### config.mk
export PLATFORM = sky130hd
export DESIGN_NAME = four_wheel_pid_speed_control
export DESIGN_NICKNAME = d
export VERILOG_FILES = /design/src/hdl/fwpid_pkg.sv /design/src/hdl/fwpid_core.sv /design/src/hdl/four_wheel_pid_speed_control.sv
export SDC_FILE = /design/constraint.sdc
export NUM_CORES = 2
export LEC_CHECK = 0
export ABC_AREA = 0
export CELL_PAD_IN_SITES_DETAIL_PLACEMENT = 1
export CELL_PAD_IN_SITES_GLOBAL_PLACEMENT = 1
export CORE_UTILIZATION = 45
export CTS_BUF_LIST = sky130_fd_sc_hd__clkbuf_4
export DETAILED_ROUTE_END_ITERATION = 8
export DONT_BUFFER_PORTS = 1
export PLACE_DENSITY_LB_ADDON = 0.15
export SETUP_SLACK_MARGIN = 0.05
export SYNTH_ARGS = -nofsm -noshare
export SYNTH_HDL_FRONTEND = slang
export SYNTH_SLANG_ARGS = --single-unit
### constraint.sdc
create_clock -name clk -period 10.15 [get_ports clk]
set_input_delay 1.5225 -clock clk [delete_from_list [all_inputs] [get_ports clk]]
set_output_delay 1.5225 -clock clk [all_outputs]
set_load 0.02 [all_outputs]
### src/hdl/fwpid_pkg.sv
`timescale 1ns / 1ps
`default_nettype none

package fwpid_pkg;

	localparam int MAX_WHEELS      = 4;
	localparam int WHEEL_COUNT_DEF = 4;

	localparam int CFG_INDEX_W = 3;
	localparam int CFG_DATA_W  = 64;
	localparam int IN_DATA_W   = 160;
	localparam int OUT_DATA_W  = 40;

	// register indexes of the config port
	localparam logic [CFG_INDEX_W-1:0] REG_KP_GAINS    = 3'd0;
	localparam logic [CFG_INDEX_W-1:0] REG_KI_GAINS    = 3'd1;
	localparam logic [CFG_INDEX_W-1:0] REG_KD_GAINS    = 3'd2;
	localparam logic [CFG_INDEX_W-1:0] REG_PULSE_SCALE = 3'd3;
	localparam logic [CFG_INDEX_W-1:0] REG_PWM_LIMIT   = 3'd4;

	localparam logic [7:0] PWM_LIMIT_RST = 8'd150;

	// wheel direction, 2-bit signed
	localparam logic [1:0] DIR_ZERO = 2'b00;
	localparam logic [1:0] DIR_POS  = 2'b01;
	localparam logic [1:0] DIR_NEG  = 2'b11;

	typedef struct packed {
		logic [63:0] kp_gains;
		logic [63:0] ki_gains;
		logic [63:0] kd_gains;
		logic [31:0] pulse_scale;
		logic [7:0]  pwm_limit;
	} cfg_t;

	typedef struct packed {
		logic [MAX_WHEELS-1:0][23:0] speed_cmd;
		logic [MAX_WHEELS-1:0][15:0] pulses;
	} item_t;

	typedef struct packed {
		logic [MAX_WHEELS-1:0][1:0] dir;
		logic [MAX_WHEELS-1:0][7:0] pwm;
	} result_t;

	typedef struct packed {
		logic start;
		logic out_free;
	} ctl_t;

	typedef struct packed {
		logic idle;
		logic done;
	} sts_t;

endpackage

`default_nettype wire

### src/hdl/fwpid_core.sv
`timescale 1ns / 1ps
`default_nettype none

module fwpid_core #(
	parameter int WHEEL_COUNT = fwpid_pkg::WHEEL_COUNT_DEF
) (
	input  wire                 clk,
	input  wire                 arst_n,
	input  fwpid_pkg::cfg_t     cfg,
	input  fwpid_pkg::ctl_t     ctl,
	input  fwpid_pkg::item_t    item,
	output fwpid_pkg::sts_t     sts,
	output fwpid_pkg::result_t  res
);

	localparam logic [3:0] S_IDLE = 4'd0;
	localparam logic [3:0] S_SPD  = 4'd1;
	localparam logic [3:0] S_ERR  = 4'd2;
	localparam logic [3:0] S_INT  = 4'd3;
	localparam logic [3:0] S_KP   = 4'd4;
	localparam logic [3:0] S_KI   = 4'd5;
	localparam logic [3:0] S_KD   = 4'd6;
	localparam logic [3:0] S_FIN  = 4'd7;
	localparam logic [3:0] S_DONE = 4'd8;

	localparam logic [1:0] LAST_WHEEL = 2'(WHEEL_COUNT - 1);

	logic [3:0]              state_q;
	logic [1:0]              w_q;
	fwpid_pkg::item_t        item_q;
	fwpid_pkg::result_t      res_q;

	logic signed [49:0]      prod_q;
	logic signed [24:0]      err_q;
	logic signed [31:0]      integ_q;
	logic signed [25:0]      der_q;
	logic signed [50:0]      sum_q;

	logic signed [31:0]      acc_q  [fwpid_pkg::MAX_WHEELS];
	logic signed [24:0]      last_q [fwpid_pkg::MAX_WHEELS];

	// shared multiplier operands
	logic signed [32:0]      mul_a;
	logic signed [16:0]      mul_b;

	logic [15:0]             pul_w;
	logic [23:0]             cmd_w;
	logic [15:0]             kp_w;
	logic [15:0]             ki_w;
	logic [15:0]             kd_w;

	logic signed [49:0]      raw_adj;
	logic signed [49:0]      meas_full;
	logic signed [23:0]      meas;
	logic signed [24:0]      err_calc;
	logic signed [32:0]      isum;
	logic signed [31:0]      integ_calc;
	logic signed [25:0]      der_calc;
	logic signed [50:0]      prod_ext;
	logic [50:0]             sum_mag;
	logic [34:0]             pwm_full;
	logic [7:0]              pwm_calc;
	logic [1:0]              dir_calc;

	assign pul_w = item_q.pulses[w_q];
	assign cmd_w = item_q.speed_cmd[w_q];
	assign kp_w  = cfg.kp_gains[w_q*16 +: 16];
	assign ki_w  = cfg.ki_gains[w_q*16 +: 16];
	assign kd_w  = cfg.kd_gains[w_q*16 +: 16];

	always_comb begin
		case (state_q)
			S_SPD: begin
				mul_a = $signed({1'b0, cfg.pulse_scale});
				mul_b = $signed({pul_w[15], pul_w});
			end
			S_INT: begin
				mul_a = $signed({{8{err_q[24]}}, err_q});
				mul_b = $signed({1'b0, kp_w});
			end
			S_KP: begin
				mul_a = $signed({integ_q[31], integ_q});
				mul_b = $signed({1'b0, ki_w});
			end
			S_KI: begin
				mul_a = $signed({{7{der_q[25]}}, der_q});
				mul_b = $signed({1'b0, kd_w});
			end
			default: begin
				mul_a = '0;
				mul_b = '0;
			end
		endcase
	end

	// truncate toward zero: bias negative products before the shift
	always_comb begin
		raw_adj   = prod_q + (prod_q[49] ? 50'sd255 : 50'sd0);
		meas_full = raw_adj >>> 8;
		if (meas_full > 50'sd8388607) begin
			meas = 24'sh7FFFFF;
		end else if (meas_full < -50'sd8388608) begin
			meas = 24'sh800000;
		end else begin
			meas = meas_full[23:0];
		end
		err_calc = $signed({cmd_w[23], cmd_w}) - $signed({meas[23], meas});
	end

	always_comb begin
		isum = $signed({acc_q[w_q][31], acc_q[w_q]}) + $signed({{8{err_q[24]}}, err_q});
		if (isum[32] != isum[31]) begin
			integ_calc = isum[32] ? 32'sh80000000 : 32'sh7FFFFFFF;
		end else begin
			integ_calc = isum[31:0];
		end
		der_calc = $signed({err_q[24], err_q}) - $signed({last_q[w_q][24], last_q[w_q]});
	end

	assign prod_ext = {prod_q[49], prod_q};

	always_comb begin
		sum_mag  = sum_q[50] ? 51'(-sum_q) : 51'(sum_q);
		pwm_full = sum_mag[50:16];
		if ((|pwm_full[34:8]) || (pwm_full[7:0] > cfg.pwm_limit)) begin
			pwm_calc = cfg.pwm_limit;
		end else begin
			pwm_calc = pwm_full[7:0];
		end
		if (sum_q == '0) begin
			dir_calc = fwpid_pkg::DIR_ZERO;
		end else if (sum_q[50]) begin
			dir_calc = fwpid_pkg::DIR_NEG;
		end else begin
			dir_calc = fwpid_pkg::DIR_POS;
		end
	end

	always_ff @(posedge clk) begin
		prod_q <= mul_a * mul_b;
		if (ctl.start) begin
			item_q <= item;
		end
		if (state_q == S_ERR) begin
			err_q <= err_calc;
		end
		if (state_q == S_INT) begin
			integ_q <= integ_calc;
			der_q   <= der_calc;
		end
		case (state_q)
			S_KP:    sum_q <= prod_ext;
			S_KI:    sum_q <= sum_q + prod_ext;
			S_KD:    sum_q <= sum_q + prod_ext;
			default: sum_q <= sum_q;
		endcase
	end

	always_ff @(posedge clk or negedge arst_n) begin
		if (!arst_n) begin
			state_q <= S_IDLE;
			w_q     <= '0;
			res_q   <= '0;
			for (int i = 0; i < fwpid_pkg::MAX_WHEELS; i++) begin
				acc_q[i]  <= '0;
				last_q[i] <= '0;
			end
		end else begin
			case (state_q)
				S_IDLE: begin
					if (ctl.start) begin
						state_q <= S_SPD;
						w_q     <= '0;
						res_q   <= '0;
					end
				end
				S_SPD: state_q <= S_ERR;
				S_ERR: state_q <= S_INT;
				S_INT: begin
					acc_q[w_q]  <= integ_calc;
					last_q[w_q] <= err_q;
					state_q     <= S_KP;
				end
				S_KP: state_q <= S_KI;
				S_KI: state_q <= S_KD;
				S_KD: state_q <= S_FIN;
				S_FIN: begin
					res_q.pwm[w_q] <= pwm_calc;
					res_q.dir[w_q] <= dir_calc;
					if (w_q == LAST_WHEEL) begin
						state_q <= S_DONE;
					end else begin
						w_q     <= 2'(w_q + 2'd1);
						state_q <= S_SPD;
					end
				end
				S_DONE: begin
					if (ctl.out_free) begin
						state_q <= S_IDLE;
					end
				end
				default: state_q <= S_IDLE;
			endcase
		end
	end

	assign sts.idle = (state_q == S_IDLE);
	assign sts.done = (state_q == S_DONE) && ctl.out_free;
	assign res      = res_q;

	a_start_idle: assert property (@(posedge clk) disable iff (!arst_n)
		ctl.start |-> state_q == S_IDLE)
		else $error("item start while sequencer busy");

	a_start_wheel0: assert property (@(posedge clk) disable iff (!arst_n)
		ctl.start |=> (state_q == S_SPD && w_q == 2'd0))
		else $error("sequencer did not begin at wheel 0");

	a_wheel_range: assert property (@(posedge clk) disable iff (!arst_n)
		w_q <= LAST_WHEEL)
		else $error("wheel index past configured count");

	a_zero_sum: assert property (@(posedge clk) disable iff (!arst_n)
		(state_q == S_FIN && sum_q == '0) |->
			(pwm_calc == 8'd0 && dir_calc == fwpid_pkg::DIR_ZERO))
		else $error("zero pid sum gave nonzero drive");

	a_done_idle: assert property (@(posedge clk) disable iff (!arst_n)
		sts.done |=> state_q == S_IDLE)
		else $error("sequencer not idle after result handoff");

endmodule

`default_nettype wire

### src/hdl/four_wheel_pid_speed_control.sv
`timescale 1ns / 1ps
`default_nettype none

// channel  dir  handshake          payload
// s_*      in   s_tvalid/s_tready  s_tdata: pulses w0..w3, speed_cmd w0..w3
// m_*      out  m_tvalid/m_tready  m_tdata: pwm w0..w3, dir w0..w3
// cfg_*    in   cfg_we             cfg_index, cfg_wdata
//
// each wheel steps through the states SPD, ERR, INT, KP, KI, KD and FIN on the shared
// 33x17 multiplier, and the item ends in the handoff state DONE
// s_tready is high only while the sequencer is idle
// the finished beat sits in an output register; the sequencer waits in its handoff
// step only when that register is still full
// reset clears config (pwm_limit to 150), integrals, last errors and control

module four_wheel_pid_speed_control #(
	parameter int WHEEL_COUNT = fwpid_pkg::WHEEL_COUNT_DEF
) (
	input  wire                                   clk,
	input  wire                                   arst_n,
	input  wire                                   s_tvalid,
	output logic                                  s_tready,
	// pulses_w0..w3 (16 each), speed_cmd_w0..w3 (24 each)
	input  wire  [fwpid_pkg::IN_DATA_W-1:0]       s_tdata,
	output logic                                  m_tvalid,
	input  wire                                   m_tready,
	// pwm_w0..w3 (8 each), dir_w0..w3 (2 each)
	output logic [fwpid_pkg::OUT_DATA_W-1:0]      m_tdata,
	input  wire                                   cfg_we,
	input  wire  [fwpid_pkg::CFG_INDEX_W-1:0]     cfg_index,
	input  wire  [fwpid_pkg::CFG_DATA_W-1:0]      cfg_wdata
);

	fwpid_pkg::cfg_t     cfg_q;
	fwpid_pkg::ctl_t     ctl;
	fwpid_pkg::sts_t     sts;
	fwpid_pkg::item_t    item;
	fwpid_pkg::result_t  res;
	fwpid_pkg::result_t  out_q;
	logic                m_tvalid_q;

	always_ff @(posedge clk or negedge arst_n) begin
		if (!arst_n) begin
			cfg_q.kp_gains    <= '0;
			cfg_q.ki_gains    <= '0;
			cfg_q.kd_gains    <= '0;
			cfg_q.pulse_scale <= '0;
			cfg_q.pwm_limit   <= fwpid_pkg::PWM_LIMIT_RST;
		end else if (cfg_we) begin
			case (cfg_index)
				fwpid_pkg::REG_KP_GAINS:    cfg_q.kp_gains    <= cfg_wdata;
				fwpid_pkg::REG_KI_GAINS:    cfg_q.ki_gains    <= cfg_wdata;
				fwpid_pkg::REG_KD_GAINS:    cfg_q.kd_gains    <= cfg_wdata;
				fwpid_pkg::REG_PULSE_SCALE: cfg_q.pulse_scale <= cfg_wdata[31:0];
				fwpid_pkg::REG_PWM_LIMIT:   cfg_q.pwm_limit   <= cfg_wdata[7:0];
				default: ;
			endcase
		end
	end

	assign item.pulses    = s_tdata[63:0];
	assign item.speed_cmd = s_tdata[159:64];

	assign s_tready     = sts.idle;
	assign ctl.start    = s_tvalid && sts.idle;
	assign ctl.out_free = !m_tvalid_q || m_tready;

	fwpid_core #(
		.WHEEL_COUNT (WHEEL_COUNT)
	) u_core (
		.clk    (clk),
		.arst_n (arst_n),
		.cfg    (cfg_q),
		.ctl    (ctl),
		.item   (item),
		.sts    (sts),
		.res    (res)
	);

	always_ff @(posedge clk or negedge arst_n) begin
		if (!arst_n) begin
			m_tvalid_q <= 1'b0;
		end else if (sts.done) begin
			m_tvalid_q <= 1'b1;
		end else if (m_tready) begin
			m_tvalid_q <= 1'b0;
		end
	end

	always_ff @(posedge clk) begin
		if (sts.done) begin
			out_q <= res;
		end
	end

	assign m_tvalid = m_tvalid_q;
	assign m_tdata  = out_q;

endmodule

`default_nettype wire
==> impl_metrics.yaml <==
yosys:
  syn_inst: 5983
  synth_top_area_share_pct: 20.16
  yosysWarnings: 0
  async_flop_share_pct: 56.90
  ys_seq_area_share_pct: 37.99
  synthTopCellsByArea: "dfrtp_1 20%, fa_1 17%, edfxtp_1 16%"
  syn_area_per_cell_um2: 10.44
  synth-main-ff-cell: "dfrtp_1"
  syn-cell-area_um2: 62450
  synth-edff-count: 334
  ys_types: 85
  ys_ff_latch: 891
  yosysTopAreaCell: "dfrtp_1"
  syn-num-nets: 7022
setup_path:
  r2r_slack_ns: 0.53
  endpoint_kind: "register"
  max_stage_delay_ns: 0.84
  slowest_stage: "dfrtp_4"
  ff2ff_path_depth: 30
  endpoint: "u_core.prod_q[47]$_DFF_P_"
  critical_path.startpoint: "u_core.state_q[0]$_DFFE_PN0P_"
  worst_ep_arrival_time_ns: 10.79
  required_ns: 11.32
  crit_type: "register to register"
  worstReg2RegStart: "u_core.state_q[0]$_DFFE_PN0P_"
  crit_fanout: 33
  cp_common_cell: "fa_1"
  rr_endpoint: "u_core.prod_q[47]$_DFF_P_"
  worstSetupStartpointType: "register"
layout:
  design_area_um2: 68220
  area_delta_synth_final_pct: 9.240
  fin_nets: 7145
  layout_commonest_cell: "nand2_1"
  final_cell_mix: "842 x nand2_1, 711 x inv_1, 541 x fa_1, 533 x nor2_1, 500 x dfrtp_1"
  fillerInstances: 15210
  drive_gt1_share_pct: 15.04
cts:
  cts.path.max_buffers: 4
  clk_pin_slew_ns: 0.07
  cts_max_level: 5
  cts_num_sinks: 891
  cts_made_buffers: 274
  tritoncts: "done"
  clockRootBuffer: "clkbuf_4"
  clk_latency_ns: 1.34
global_routing:
  grt_pass1_vias: 49380
  grt_usage_pct: 29.05
  grt_pass1_wl_um: 308100
  grt_overflow_total: 0
  antenna_found_initial: 9
  grt_max_degree: 508
floorplanning:
  die_area_um2: 140300
  die_x_um: 374.5
  rows: 136
  die_y_um: 374.5
  core_area_um2: 137700
  start_util_pct: 45.37
  io_pins: 274
sta:
  tightest_slew_ns: 1.295
  min_period_over_period_pct: 94.78
  setup_viol: 0
  slew_violations: 0
  setup_tns_ns: 0
  fin_worst_skew_ns: 0.1362
  relSlewSlack_pct: 13.67
  rsz0062_at_grt: "false"
  hold-worst-slack_ns: 0.09097
  fin_crit_ns: 9.620
  fmax_mhz: 104.0
  hold_viol_final: 0
  setup_ws_ns: 0.5302
placement:
  port_buffers: 0
  pre_cts_ws_ns: 0.3366
  placed_cell_area_um2: 64780
  dp_hpwl_um: 151700
  gp_congestion: 0.9242
outcome:
  status: "finished, final reports clean"
route:
  drt_iter0_drc: 2796
  wl_per_cell_um: 25.14
  drt-vias-per-instance: 5.653
  drcViolationCount: 0
  ant_nets: 0
  vias: 45770
  dr.pass1.iters: 5
  routed_wl_um: 203600
hold_path:
  worstHoldPathType: "primary input to async pin"
run:
  cap_violations: 0
==> worst max-delay path: cells and delay by family (launching register included) <==
family	cells	cell delay, ns
AO/OA/AOI/OAI	12	3.38
XOR/XNOR	1	0.16
adder cells (fa/ha/maj)	7	3.47
buffers and inverters	7	1.10
flip-flops	1	0.84
multiplexers	1	0.20
AND/OR/NAND/NOR	2	0.27
==> metrics by stage <==
step,utilization (%),instances
after floorplan,-,5983
final,49.56,8097
after CTS,49.43,8075
after detailed placement,47.06,7617
after global placement,47.06,7617
after global routing,49.55,8093
==> worst min-delay path by stage <==
stage                                     from                    end  slack, ns  depth (start not counted)
floorplan            u_core.res[0]$_DFFE_PN0P_   m_tdata[0]$_DFFE_PP_       0.42                          0
global placement    u_core.res[24]$_DFFE_PN0P_  m_tdata[24]$_DFFE_PP_       0.43                          0
detailed placement   u_core.res[7]$_DFFE_PN0P_   m_tdata[7]$_DFFE_PP_       0.43                          0
CTS                                     arst_n  cfg_q[71]$_DFFE_PN0P_      -0.22                          0
global route                            arst_n   cfg_q[7]$_DFFE_PN1P_       0.03                          0
finish                                  arst_n   cfg_q[7]$_DFFE_PN1P_       0.09                          0
==> cells in the mapped netlist, types with 14 or more instances <==
cell	count
a211oi_1	57
a21o_1	69
a21oi_1	206
a22oi_1	46
a31oi_1	21
and2_1	41
and3_1	30
buf_1	27
clkbuf_1	228
dfrtp_1	503
dfxtp_1	50
edfxtp_1	334
fa_1	541
ha_1	266
inv_1	711
mux2_2	234
mux2i_1	71
mux4_2	105
nand2_1	846
nand2b_1	58
nand3_1	49
nand4_1	23
nor2_1	536
nor2b_1	30
nor3_1	43
nor4_1	18
o21a_1	53
o21ai_0	334
o21bai_1	21
o31ai_1	14
or2_2	24
or3_1	17
xnor2_1	126
xor2_1	65
==> state kept, by name, indices dropped and copies added (netlist names), 25 cells and up <==
signal and cells:
u_core.acc_q 128, u_core.last_q 100, m_tdata 40, u_core.err_q 25
u_core.der_q 26, u_core.sum_q 51, u_core.prod_q 50, u_core.res 40
u_core.integ_q 32, cfg_q 232, u_core.item_q 160
==> layer usage <==
metal	wire length, µm	GRT usage [%]	vias to the layer above
met5	18	0	-
met3	10430	4.843	330
met1	88170	39.18	23850
met4	6376	9.202	2
met2	98570	47.86	1140
li1	-	-	20450
==> what timing repair did <==
action / in CTS / in global routing
setup buffers: 0 / 2
hold endpoints to repair: 503 / 212
gates resized for setup: 0 / 1
setup endpoints to repair: 0 / 5
==> cell type report <==
type | instances | area (µm²) | share of cell area, %
timing repair buffer | 103 | 960.9 | 1.409
antenna | 15 | 37.54 | 0.05502
sequential | 891 | 23730 | 34.79
clock inverter | 54 | 231.5 | 0.3393
inverter | 713 | 2676 | 3.923
clock buffer | 404 | 3033 | 4.446
multi-input combinational | 4123 | 35300 | 51.75
tap | 1794 | 2245 | 3.290
==> kinds of logic (layout without fill, tap and decap cells) <==
| kind of cell | after synthesis | count (layout) | synth area share (%) |
|---|---|---|---|
| AOI/OAI and AO/OA | 949 | 949 | 9.462 |
| xor gates and xnor gates | 191 | 191 | 2.679 |
| adders and majority gates | 813 | 813 | 22.77 |
| buffers and inverters | 970 | 1274 | 5.844 |
| DFF | 891 | 891 | 37.99 |
| muxes | 411 | 411 | 9.168 |
| other | 0 | 15 | 0 |
| and+or+nand+nor | 1758 | 1759 | 12.09 |
Power is left out: the tool's default activity adds up to more than one toggle a clock period on the data nets, which glitch-free logic cannot reach.
